## src/rtl/sspv_pkg.sv

```systemverilog
// Shared types and constants for the sliced sample playback voice.
package sspv_pkg;

  localparam int unsigned SAMPLE_DEPTH = 65536;
  localparam int unsigned ADDR_W       = 16;
  localparam int unsigned SAMPLE_BITS  = 16;
  localparam int unsigned FRAC_BITS    = 16;
  localparam int unsigned MAX_SLICES   = 128;
  localparam int unsigned CNT_W        = 17;   // sample count width
  localparam int unsigned POS_W        = 33;   // play position width
  localparam int unsigned DIV_STEPS    = 17;

  localparam logic [19:0] SPD_MIN = 20'd13107;   // round(0.2 * 2^16)
  localparam logic [19:0] SPD_MAX = 20'd655360;  // 10 * 2^16

  // register indexes
  localparam logic [2:0] REG_TRIG  = 3'd0;
  localparam logic [2:0] REG_READ  = 3'd1;
  localparam logic [2:0] REG_SLICE = 3'd2;
  localparam logic [2:0] REG_COUNT = 3'd3;
  localparam logic [2:0] REG_CHAN  = 3'd4;
  localparam logic [2:0] REG_PULSE = 3'd5;

  // mode codes
  localparam logic [1:0] TM_TRIG  = 2'd0;
  localparam logic [1:0] TM_GATE  = 2'd1;
  localparam logic [1:0] TM_SLICE = 2'd2;
  localparam logic [1:0] RM_FWD   = 2'd0;
  localparam logic [1:0] RM_BWD   = 2'd1;
  localparam logic [1:0] RM_REP   = 2'd2;
  localparam logic [1:0] CM_STEREO = 2'd1;
  localparam logic [1:0] CM_SUM    = 2'd2;

  localparam logic [7:0] SLICE_NONE = 8'hFF;

  typedef enum logic [4:0] {
    ST_IDLE, ST_DIV1, ST_DIV2, ST_PRE, ST_TRIG, ST_SLST, ST_BND, ST_ADDR,
    ST_RD1, ST_RD2, ST_ML1, ST_ML2, ST_MR1, ST_MR2, ST_ADV, ST_END, ST_OUT
  } state_e;

endpackage

```

## src/rtl/sspv_div.sv

```systemverilog
// Restoring divider, one quotient bit per cycle.
module sspv_div
  import sspv_pkg::*;
(
  input  logic             clk_i,
  input  logic             rst_ni,
  input  logic             start_i,
  input  logic [CNT_W-1:0] dividend_i,
  input  logic [7:0]       divisor_i,
  output logic             done_o,
  output logic [CNT_W-1:0] quot_o,
  output logic [7:0]       rem_o
);

  logic [CNT_W-1:0] quo_q;
  logic [7:0]       rem_q;
  logic [4:0]       cnt_q;
  logic             done_q;
  logic [8:0]       part;
  logic [9:0]       trial;

  assign part  = {rem_q, quo_q[CNT_W-1]};
  assign trial = {1'b0, part} - {2'b00, divisor_i};

  always_ff @(posedge clk_i or negedge rst_ni) begin
    if (!rst_ni) begin
      cnt_q  <= '0;
      done_q <= 1'b0;
    end else if (start_i) begin
      cnt_q  <= 5'(DIV_STEPS);
      done_q <= 1'b0;
    end else if (cnt_q != '0) begin
      cnt_q  <= cnt_q - 5'd1;
      done_q <= (cnt_q == 5'd1);
    end else begin
      done_q <= 1'b0;
    end
  end

  always_ff @(posedge clk_i) begin
    if (start_i) begin
      quo_q <= dividend_i;
      rem_q <= '0;
    end else if (cnt_q != '0) begin
      if (!trial[9]) begin
        rem_q <= trial[7:0];
        quo_q <= {quo_q[CNT_W-2:0], 1'b1};
      end else begin
        rem_q <= part[7:0];
        quo_q <= {quo_q[CNT_W-2:0], 1'b0};
      end
    end
  end

  assign done_o = done_q;
  assign quot_o = quo_q;
  assign rem_o  = rem_q;

endmodule

```

## config.mk

```make
export PLATFORM = sky130hd
export DESIGN_NAME = sspv_div
export DESIGN_NICKNAME = d
export VERILOG_FILES = /design/src/rtl/sspv_pkg.sv /design/src/rtl/sspv_div.sv
export SDC_FILE = /design/constraint.sdc
export NUM_CORES = 1
export LEC_CHECK = 0
export BUFFER_PORTS_ARGS = -buffer_cell sky130_fd_sc_hd__clkbuf_2
export CORE_MARGIN = 2
export CORE_UTILIZATION = 51
export DETAILED_ROUTE_END_ITERATION = 8
export PLACE_DENSITY = 0.79
export SETUP_SLACK_MARGIN = 0.02
export SYNTH_ARGS = -nofsm -noshare
export SYNTH_HDL_FRONTEND = slang
export SYNTH_SLANG_ARGS = --single-unit
```

## constraint.sdc

```tcl
create_clock -name clk_i -period 2.4 [get_ports clk_i]
set_input_delay 0 -clock clk_i [delete_from_list [all_inputs] [get_ports clk_i]]
set_output_delay 0 -clock clk_i [all_outputs]
set_load 0.01 [all_outputs]
```

== Word-level counts from Yosys, hierarchy flattened ==
Index checks and enable logic that the tools add are counted.

* Output and inout bits: 26
* Input bits: 28
* Word-level logic and storage cells: 17
* Flip-flop bits (word level): 31

* $add $sub $neg: 2
* Eq/ne operators: 1
* Reduce and logical (&&, ||, !) cells: 2
* Muxes and demuxes: 8

{| class="wikitable"
|+ Operators by type and width
! operator !! count
|-
| $mux 17 || 2
|-
| $mux 5 || 2
|-
| $sub 9x8->10 || 1
|-
| $mux 8 || 1
|-
| $eq 5x1->1 const B || 1
|-
| $reduce_bool 5->1 || 1
|-
| $sub 5x1->5 const B || 1
|-
| $mux 1 || 3
|-
| $reduce_bool 2->1 || 1
|}

== Longest topological paths before layout ==
Gate-level depths: netlist (run 1).

* Depth in word-level cells: 4
* Mapped depth: 8
* Gate-level depth less buffers: 8

== Worst setup path before layout (run 1) ==
OpenSTA, ideal clock, no wires.

* Kind: register -> register
* Start: register cnt_q[0]
* End: register quo_q[0], in the netlist quot_o[0] (enable)
* Slack: 0.220 ns
* Library setup time: 0.365 ns
* Path buffers: 0
* Cell stages (with the launch flop): 6
* Arrival: 1.814 ns
* Period minus slack after synthesis: 2.180 ns
* Required time: 2.035 ns
* Cell sequence: dfrtp_1 > inv_1 > ha_1 > nand2b_1 > nor4_1 > inv_1

* Longest elaborated chain between the ends: 2

{| class="wikitable"
|+ RTL lines
! what !! line !! RTL
|-
| start: declaration || sspv_div.sv:17 || <nowiki>logic [4:0] cnt_q;</nowiki>
|-
| start signal: assignment || sspv_div.sv:30 || <nowiki>cnt_q <= 5'(DIV_STEPS);</nowiki>
|-
| start signal: assignment || sspv_div.sv:33 || <nowiki>cnt_q <= cnt_q - 5'd1;</nowiki>
|-
| $reduce_bool 5->1 || sspv_div.sv:44 || <nowiki>end else if (cnt_q != '0) begin</nowiki>
|-
| $reduce_bool 2->1 (no source line) || - ||
|-
| end signal: assignment || sspv_div.sv:42 || <nowiki>quo_q <= dividend_i;</nowiki>
|-
| end signal: assignment || sspv_div.sv:47 || <nowiki>quo_q <= {quo_q[CNT_W-2:0], 1'b1};</nowiki>
|-
| end signal: assignment || sspv_div.sv:50 || <nowiki>quo_q <= {quo_q[CNT_W-2:0], 1'b0};</nowiki>
|-
| end: declaration || sspv_div.sv:15 || <nowiki>logic [CNT_W-1:0] quo_q;</nowiki>
|}

Every way passes these cells.
A chain may end at the register's enable or synchronous reset.

== Final worst setup path (run 1) ==
* Start: register rem_q[5], in the netlist rem_o[5]
* End: register rem_q[5], in the netlist rem_o[5]

* Longest elaborated chain between the ends: 2

{| class="wikitable"
|+ RTL lines
! what !! line !! RTL
|-
| start: declaration || sspv_div.sv:16 || <nowiki>logic [7:0] rem_q;</nowiki>
|-
| start signal: assignment || sspv_div.sv:46 || <nowiki>rem_q <= trial[7:0];</nowiki>
|-
| start signal: assignment || sspv_div.sv:49 || <nowiki>rem_q <= part[7:0];</nowiki>
|-
| $sub 9x8->10 || sspv_div.sv:23 || <nowiki>assign trial = {1'b0, part} - {2'b00, divisor_i};</nowiki>
|-
| $mux 8 || sspv_div.sv:45 || <nowiki>if (!trial[9]) begin</nowiki>
|}

Every way passes these cells.

==> summary.md, run 1 <==
| Metric | Value |
|---|---|
| Top_reg_cell synth | edfxtp_1 |
| # H-tree levels | 2 |
| Post-synthesis average cell area | 11.0 µm² |
| Routed via count | 1483 |
| Clock Pin Slew Worst Setup and Hold Paths | 100 ps |
| Placer congestion estimate | 0.808 |
| Top cells by count, synth | 17 x edfxtp_1, 16 x mux2_2, 15 x inv_1, 11 x nand2_1, 11 x nor2_1 |
| DRC | 0 |
| Mux contribution to synthesized area | 13.0% |
| Initial drt markers | 101 |
| Register share of total power | 38.9% |
| CP max-delay cell | or4b_1 |
| Critical Path AT | 2440 ps |
| Max Root-Sink Buffers | 2 |
| Critical path class | reg -> reg |
| Critical path cell sequence | ha_1 > nand4_2 > a2111oi_4 > nor2_4 > or4b_1 > nand2_1 |
| Setup skew after layout | 7.77 ps |
| Count leader, synth | edfxtp_1 |
| Die Width | 62.8 µm |
| CTS Buf Count | 5 |
| CTS sink count | 31 |
| Ys async rst share | 19.4% |
| Share of post-route cells with drive strength above 1 | 35.9% |
| Cell taking the most area after synthesis | edfxtp_1 |
| Max cap viols | 0 |
| Final Core Density | 70.2% |
| Vias in the first global route | 1469 |
| Min-delay worst type | in -> async |
| Detailed Routing Iterations Pass 1 | 4 |
| TritonCTS clock tree | yes |
| Simple-Gate Fraction of Synth Area | 13.1% |
| Antenna cells | 0 |
| Core area | 0.00334 mm² |
| Row cnt | 21 |
| Nature of the critical path startpoint | flip-flop |
| Final min period | 2150 ps |
| Fill count | 267 |
| Area delta synth->final | 32.7% |
| Sw frac | 35.2% |
| CTS Root Cell | clkbuf_4 |
| Top-area cell type share of the netlist area | 28.9% |
| Chip height | 62.8 µm |
| Logic pwr share | 39.1% |
| Post-CTS Setup Inserts | 0 |
| Switching power | 0.691 mW |
| Wire per inst | 14.7 µm |
| Area contributors post-synth | edfxtp_1 29%, mux2_2 10%, dfxtp_1 9.1% |
| Syn_nets | 200 |
| Outcome | finished clean |
| Avg Vias per Cell | 5.24 |
| Worst slew pin tran | 626 ps |
| Antenna Nets Post-Route | 0 |
| Leak | 1.11 nW |
| Post-Syn Area | 0.00176 mm² |
| Detailed Place HPWL | 2820 µm |
| Crit-path max FO | 11 |
| Die area | 0.00395 mm² |
| XOR/XNOR share of the synthesized area | 2.48% |
| GRT Total Usage | 23.5% |
| CP bufs+invs | 0 |
| DP Area | 0.00208 mm² |
| Top Family by Delay on Critical Path | simple AND/OR/NAND/NOR gates |
| Largest net degree at the start of global routing | 18 |
| Fin area | 0.00234 mm² |
| Clock share of power | 22.0% |
| Fin. Hold Viols | 0 |
| CP max stage delay | 560 ps |
| Flops & latches, synth | 31 |
| Cells after Synth | 161 |
| Worst Reg-to-Reg Cells | 6 |
| CP Capture Type | flip-flop |
| Seq/Total Area, Yosys | 46.5% |
| Critical Path RT | 2690 ps |
| Path length in cells of the critical path | 6 |
| Initial antenna violation count | 0 |
| Post-synthesis cell type count | 38 |
| RSZ-0062 raised after global routing | no |
| Number of synthesized flops with an enable pin | 17 |
| Nets | 275 |
| Maximum VDD drop | 0.551 mV |
| Compound-Gate Fraction of Synth Area | 12.1% |
| Largest family of logic cells by synthesized area | simple AND/OR/NAND/NOR gates |
| Hold slack | 5.82 ps |
| Warnings from Yosys | 0 |
| Port Buf Inserts | 53 |
| Cell internal pwr | 1.27 mW |
| Clk Latency, worst-skew pair | 340 ps |
| Initial Utilization | 52.9% |
| Final setup viols | 0 |
| Period utilization | 89.5% |
| Slew HR | 58.2% |
| PwrDens | 840 mW/mm² |
| Global-route wire length before repair | 7070 µm |
| Area share of fa/ha/maj cells after synthesis | 8.23% |
| Final setup TNS | 0 ps |
| Final-report max-slew violation count | 0 |
| Ports | 54 |
| Final WL | 4150 µm |
| GR Overflow Total | 0 |
| Max Fclk | 465 MHz |
registers in the layout (all words and copies together), names as in the netlist:
name	cells
cnt_q	5
quot_o	17
done_o	1
rem_o	8
cell families (layout without fill, tap and decap cells):
family / after synthesis / after routing
flops: 31 / 31
fa+ha+maj: 11 / 11
simple gates: 44 / 44
xor+xnor: 5 / 5
compound gates: 30 / 30
buf+inv: 19 / 95
mux: 21 / 21
timing repair:
item / in CTS / in global routing
resized for setup: 0 / 1
endpoints found under the hold margin: 22 / 0
setup endpoints to repair: 0 / 4
hold buffers: 17 / 0
metal layers:
metal | GRT usage (%) | up-vias | wire length (µm)
li1 | - | 734 | -
met1 | 27.0 | 705 | 1650
met2 | 42.3 | 37 | 2270
met3 | 6.85 | 7 | 167
met4 | 6.39 | 0 | 66
met5 | 0 | - | 0
power by group through the flow:
stage                     Clock (mW)  Sequential (mW)  Combinational [mW]
after CTS                      0.433            0.763               0.757
after global placement             0            0.769               0.711
final                          0.432            0.765               0.769
after global routing           0.466            0.782               0.859
after floorplan                    0            0.798               0.507
after detailed placement           0            0.775               0.725
cell usage in the layout (no fill, tap or decap), types with 3 or more instances in the layout:
cell type	count
nor4_1	3
nand2_1	11
a21oi_1	7
mux2i_1	5
clkbuf_2	53
dfxtp_1	8
clkbuf_4	5
nand2b_1	7
ha_1	10
inv_1	15
edfxtp_1	17
nor2_1	11
mux2_2	16
dlygate4sd3_1	17
xnor2_1	3
dfrtp_1	6
nor3_1	3
o21ai_0	10
final cells by class:
cell class,instances,area (µm²),share of cell area (%)
sequential,31,821,35.1
multi-input combinational,111,870,37.1
tap,46,57.6,2.46
timing repair buffer,72,450,19.2
inverter,15,56.3,2.41
clock inverter,2,35.0,1.50
clock buffer,6,51.3,2.19
path summary, 6_finish.rpt:
check	startpoint	end	slack [ps]
setup / recovery	rem_o[5]	rem_o[5]	250
hold / removal	rst_ni	cnt_q[2]	6
setup reg to reg	rem_o[5]	rem_o[5]	250
hold reg to reg	rem_o[3]	rem_o[3]	510
max in group asynchronous	rst_ni	cnt_q[4]	2230
min in group clk_i	dividend_i[0]	quot_o[0]	10
stage by stage:
stage / std cells / power (mW) / setup WS (ps)
floorplan: 161 / 1.31 / 220
global placement: 258 / 1.48 / 281
detailed placement: 258 / 1.50 / 217
CTS: 283 / 1.95 / 214
global route: 283 / 2.11 / 73.8
finish: 283 / 1.97 / 252
Note: power is estimated with default switching activity, not from simulation.
==> run 2, diff against run 1 <==
HOLD_SLACK_MARGIN = 0.05   (was default)
==> summary.md, run 2 (synthesis results as in run 1) <==
| Metric | Value |
|---|---|
| Outcome | finished clean |
| Detailed Routing Iterations Pass 1 | 4 (unchanged) |
| Initial Utilization | 52.9% (unchanged) |
| Vias in the first global route | 1472 (+0.20%) |
| Ports | 54 (unchanged) |
| R2R Path Start | rem_o[5] |
| Maximum VDD drop | 0.552 mV (about the same) |
| Port Buf Inserts | 53 (unchanged) |
| Initial antenna violation count | 0 (unchanged) |
| Max Root-Sink Buffers | 2 (unchanged) |
| Met2 wire length | 2270 µm (+0.35%) |
| Leak | 1.12 nW (+0.75%) |
| Reg-to-reg slack, setup | 250 ps (about the same) |
| Logic pwr share | 39.2% (about the same) |
| Register share of total power | 38.9% (about the same) |
| Final Core Density | 70.8% (+0.60 points) |
| Detailed Place HPWL | 2820 µm (unchanged) |
| PwrDens | 834 mW/mm² (-0.72%) |
| Antenna cells | 0 (unchanged) |
| Worst Setup EP | rem_o[5] |
| Period utilization | 89.5% (about the same) |
| # H-tree levels | 2 (unchanged) |
| Switching power | 0.692 mW (about the same) |
| Placer congestion estimate | 0.808 (unchanged) |
| Pre-CTS setup slack | 217 ps (unchanged) |
| Routed via count | 1491 (+0.54%) |
| Largest net degree at the start of global routing | 18 (unchanged) |
| CTS sink count | 31 (unchanged) |
| Antenna Nets Post-Route | 0 (unchanged) |
| Cell internal pwr | 1.28 mW (+0.17%) |
| Wire per inst | 14.6 µm (-0.46%) |
| Critical Path RT | 2690 ps (about the same) |
| Final WL | 4160 µm (+0.24%) |
| Clock share of power | 21.9% (about the same) |
| Nature of the critical path startpoint | flip-flop |
| Nets | 277 (+0.73%) |
| Chip height | 62.8 µm (unchanged) |
| Clock Pin Slew Worst Setup and Hold Paths | 100 ps (about the same) |
| Crit path from | rem_o[5] |
| Fin. Hold Viols | 0 (unchanged) |
| Share of post-route cells with drive strength above 1 | 35.6% (-0.30 points) |
| GRT Total Usage | 23.5% (+0.039 points) |
| Path length in cells of the critical path | 6 (unchanged) |
| Row cnt | 21 (unchanged) |
| Critical path cell sequence | ha_1 > nand4_2 > a2111oi_4 > nor2_4 > or4b_1 > nand2_1 |
| Worst Reg-to-Reg Cells | 6 (unchanged) |
| FF-to-FF End | rem_o[5] |
| CP bufs+invs | 0 (unchanged) |
| Final setup TNS | 0 ps (unchanged) |
| Final Worst Setup Slack | 252 ps (+0.00800 ps) |
| Max reg flops | 17 (unchanged) |
| Area delta synth->final | 33.8% |
| Hold slack | 156 ps (+150 ps) |
| Worst slew pin tran | 626 ps (unchanged) |
| Highest-count cells in the layout ignoring fill and taps | 53 x clkbuf_2, 19 x dlygate4sd3_1, 17 x edfxtp_1 |
| GR Overflow Total | 0 (unchanged) |
| RSZ-0062 raised after global routing | no |
| Critical path class | reg -> reg |
| DP Area | 0.00208 mm² (unchanged) |
| Min-delay worst type | in -> reg |
| CP Capture Type | flip-flop |
| Die area | 0.00395 mm² (unchanged) |
| Uppermost layer routed | met4 |
| TritonCTS clock tree | yes |
| DRC | 0 (unchanged) |
| Max Fclk | 465 MHz (about the same) |
| Global-route wire length before repair | 7080 µm (+0.20%) |
| Final min period | 2150 ps (-0.00800 ps) |
| Die Width | 62.8 µm (unchanged) |
| Avg Vias per Cell | 5.23 (-0.17%) |
| Fin area | 0.00236 mm² (+0.85%) |
| CP max-delay cell | or4b_1 |
| CTS Buf Count | 5 (unchanged) |
| Setup skew after layout | 7.77 ps (-0.0000500 ps) |
| CP max stage delay | 560 ps (about the same) |
| Sw frac | 35.1% (about the same) |
| Critical Path AT | 2440 ps (about the same) |
| Final-report max-slew violation count | 0 (unchanged) |
| Top Family by Delay on Critical Path | simple AND/OR/NAND/NOR gates |
| CTS Root Cell | clkbuf_4 |
| Crit-path max FO | 11 (unchanged) |
| Commonest non-fill, non-tap cell in the layout | clkbuf_2 |
| Final setup viols | 0 (unchanged) |
| Max cap viols | 0 (unchanged) |
| Routed wl met3 | 164 µm (-1.8%) |
| Initial drt markers | 100 (-0.99%) |
| Core area | 0.00334 mm² (unchanged) |
| Clk Latency, worst-skew pair | 340 ps (about the same) |
| Met1 wire length | 1650 µm (+0.30%) |
| Slew HR | 58.2% (unchanged) |
[run 2: cell count changes in the layout (fill, tap and decap cells not counted), sizes merged]
cell	change
dlygate4sd3	+2
[run 2: metal layers]
| layer | GRT usage (%) | vias up |
|---|---|---|
| li1 | - | 738 |
| met1 | 27.1 | 709 |
| met2 | 42.3 | 37 |
| met3 | 6.85 | 7 |
| met4 | 6.39 | 0 |
| met5 | 0 | - |
[run 2: power groups by stage]
stage | Sequential, mW | Combinational [mW] | Clock [mW]
2_1_floorplan | 0.798 | 0.507 | 0
3_3_place_gp | 0.769 | 0.711 | 0
3_5_place_dp | 0.775 | 0.725 | 0
4_1_cts | 0.763 | 0.760 | 0.433
5_1_grt | 0.782 | 0.862 | 0.466
6_report | 0.765 | 0.772 | 0.432
[run 2: stage by stage]
step                      std cells  power, mW
final                           285       1.97
after global routing            285       2.11
after CTS                       285       1.96
after detailed placement        258       1.50
after global placement          258       1.48
after floorplan                 161       1.31
[run 2: how the worst min path moves through the flow]
stage / start / endpoint / slack, ps / cells after the start
after CTS: divisor_i[0] / rem_o[0] / 150 / 4
after global placement: rst_ni / cnt_q[0] / -170 / 1
final: divisor_i[0] / rem_o[0] / 160 / 4
after detailed placement: rst_ni / cnt_q[0] / -160 / 1
after global routing: divisor_i[0] / rem_o[0] / 160 / 4
after floorplan: rst_ni / cnt_q[0] / -300 / 0
[run 2: layout make-up]
cell class	count	area (µm²)
Clock inverter	2	35.0
Sequential cell	31	821
Timing Repair Buffer	74	470
Multi-Input combinational cell	111	870
Inverter	15	56.3
Tap cell	46	57.6
Fill cell	267	976
Clock buffer	6	51.3
[run 2: what timing repair did]
| item | 4_1_cts | 5_1_grt |
|---|---|---|
| setup buffers | 0 | 0 |
| endpoints found under the setup margin | 0 | 4 |
| hold buffers | 19 | 0 |
| endpoints found under the hold margin | 23 | 0 |
| resized for setup | 0 | 1 |
[run 2: worst reg2reg max path, delay by kind of cell, from the launching register on]
kind | cells | cell delay [ps]
fa+ha+maj | 1 | 420
flops | 1 | 350
compound gates | 1 | 400
simple gates | 4 | 930
==> run 3, diff against run 2 <==
CORE_MARGIN = default   (was 2)
PLACE_DENSITY = default   (was 0.79)
PLACE_DENSITY_LB_ADDON = 0.08   (was default)
==> summary.md, run 3 (synthesis results as in run 1) <==
| Metric | Value |
|---|---|
| Min-delay worst type | in -> reg |
| Leak | 1.10 nW (-1.7%) |
| CTS Root Cell | clkbuf_4 |
| Max cap viols | 0 (unchanged) |
| Crit path from | rem_o[4] |
| Hold_sp | start_i |
| CP max-delay cell | or4b_1 |
| Critical Path AT | 2470 ps (+30 ps) |
| Final Core Density | 73.1% (+2.3 points) |
| Worst Reg-to-Reg Cells | 6 (unchanged) |
| Max reg flops | 17 (unchanged) |
| Top Family by Delay on Critical Path | simple AND/OR/NAND/NOR gates |
| Routed via count | 1504 (+0.87%) |
| Critical Path RT | 2670 ps (-20 ps) |
| Commonest non-fill, non-tap cell in the layout | clkbuf_2 |
| Port Buf Inserts | 53 (unchanged) |
| Placer congestion estimate | 0.836 (+3.5%) |
| Detailed Routing Iterations Pass 1 | 4 (unchanged) |
| Initial drt markers | 71 (-29%) |
| Outcome | finished clean |
| Final min period | 2200 ps (+50.9 ps) |
| Nature of the critical path startpoint | flip-flop |
| CTS Buf Count | 5 (unchanged) |
| Period utilization | 91.6% (+2.1 points) |
| Area delta synth->final | 31.6% |
| TritonCTS clock tree | yes |
| Core area | 0.00318 mm² (-4.8%) |
| Path length in cells of the critical path | 6 (unchanged) |
| GR Overflow Total | 0 (unchanged) |
| Vias in the first global route | 1436 (-2.4%) |
| Max Root-Sink Buffers | 2 (unchanged) |
| Detailed Place HPWL | 2880 µm (+1.8%) |
| Post-CTS Setup Inserts | 0 (unchanged) |
| CP max stage delay | 550 ps (about the same) |
| Crit-path max FO | 11 (unchanged) |
| RSZ-0062 raised after global routing | no |
| Avg Vias per Cell | 5.31 (+1.6%) |
| Clock Pin Slew Worst Setup and Hold Paths | 100 ps (about the same) |
| Initial antenna violation count | 0 (unchanged) |
| Initial Utilization | 55.5% (+2.6 points) |
| Share of post-route cells with drive strength above 1 | 34.7% (-0.84 points) |
| Worst slew pin tran | 636 ps (+10.5 ps) |
| Wire per inst | 14.5 µm (-0.48%) |
| Slew HR | 57.5% (-0.70 points) |
| Final-report max-slew violation count | 0 (unchanged) |
| Setup skew after layout | 7.89 ps (+0.114 ps) |
| Fin. Hold Viols | 0 (unchanged) |
| Chip height | 60.8 µm (-3.2%) |
| Largest net degree at the start of global routing | 18 (unchanged) |
| CP Capture Type | flip-flop |
| Die area | 0.00370 mm² (-6.3%) |
| Highest-count cells in the layout ignoring fill and taps | 53 x clkbuf_2, 19 x dlygate4sd3_1, 17 x edfxtp_1 |
| Antenna Nets Post-Route | 0 (unchanged) |
| Worst hold path stage count | 2 (-2) |
| Maximum VDD drop | 0.510 mV (-7.6%) |
| Final setup TNS | 0 ps (unchanged) |
| Final setup viols | 0 (unchanged) |
| Max Fclk | 455 MHz (-2.3%) |
| Critical path cell sequence | ha_1 > nand4_2 > a2111oi_4 > nor2_4 > or4b_1 > nand2_1 |
| DP Area | 0.00208 mm² (-0.12%) |
| Global-route wire length before repair | 6530 µm (-7.8%) |
| GRT Total Usage | 24.3% (+0.85 points) |
| # H-tree levels | 2 (unchanged) |
| R2R Path Start | rem_o[4] |
| Final WL | 4110 µm (-1.2%) |
| Clk Latency, worst-skew pair | 330 ps (about the same) |
| Ports | 54 (unchanged) |
| Critical path class | reg -> reg |
| PwrDens | 789 mW/mm² (-5.3%) |
| DRC | 0 (unchanged) |
| Fin area | 0.00232 mm² (-1.6%) |
| CP bufs+invs | 0 (unchanged) |
| Tot Pwr | 1.83 mW (-6.9%) |
| Nets | 277 (unchanged) |
| CTS sink count | 31 (unchanged) |
| Die Width | 60.8 µm (-3.2%) |
| Row cnt | 20 (-4.8%) |
| Antenna cells | 0 (unchanged) |
-- run 3: changes by cell type in the layout (fill, tap and decap cells not counted) --
cell       before  now
clkinv_1        0    1
bufinv_16       1    0
clkbuf_8        1    0
clkbuf_1        0    1
-- run 3: worst paths after layout --
check | to | slack, ps
setup reg to reg | rem_o[5] | 200
hold / removal | cnt_q[3] | 60
max in group asynchronous | cnt_q[4] | 1560
setup / recovery | rem_o[5] | 200
min in group asynchronous | done_o | 610
hold reg to reg | done_o | 510
-- run 3: what timing repair did --
action,CTS,global route
endpoints found under the hold margin,23,0
resized for setup,0,1
hold buffers,19,0
setup endpoints to repair,0,7
-- run 3: power by group --
group | switching, mW | total (mW) | internal [mW]
clock network | 0.178 | 0.288 | 0.110
logic | 0.422 | 0.778 | 0.355
registers | 0.0916 | 0.767 | 0.676
total | 0.692 | 1.83 | 1.14
-- run 3: metal layers --
metal / vias to the layer above / part of all wire (%) / global-route usage (%)
li1: 734 / - / -
met1: 704 / 44 / 30.4
met2: 55 / 49 / 40.5
met3: 11 / 4.6 / 5.97
met4: 0 / 2.0 / 9.74
met5: - / 0 / 0
-- run 3: area by class of cell --
class / instances / area (µm²)
Clock buffer: 6 / 41.3
Clock inverter: 2 / 8.76
Sequential cell: 31 / 821
Tap cell: 44 / 55.1
Inverter: 15 / 56.3
Multi-Input combinational cell: 111 / 870
Fill cell: 251 / 856
Timing Repair Buffer: 74 / 470
-- run 3: through the flow --
stage                     worst slack [ps]  hold WS (ps)  cells
after detailed placement               157          -161    256
after global placement                 292          -166    256
after CTS                             91.8          54.9    283
after global routing                  56.9          68.2    283
final                                  201          62.4    283
after floorplan                        220          -296    161
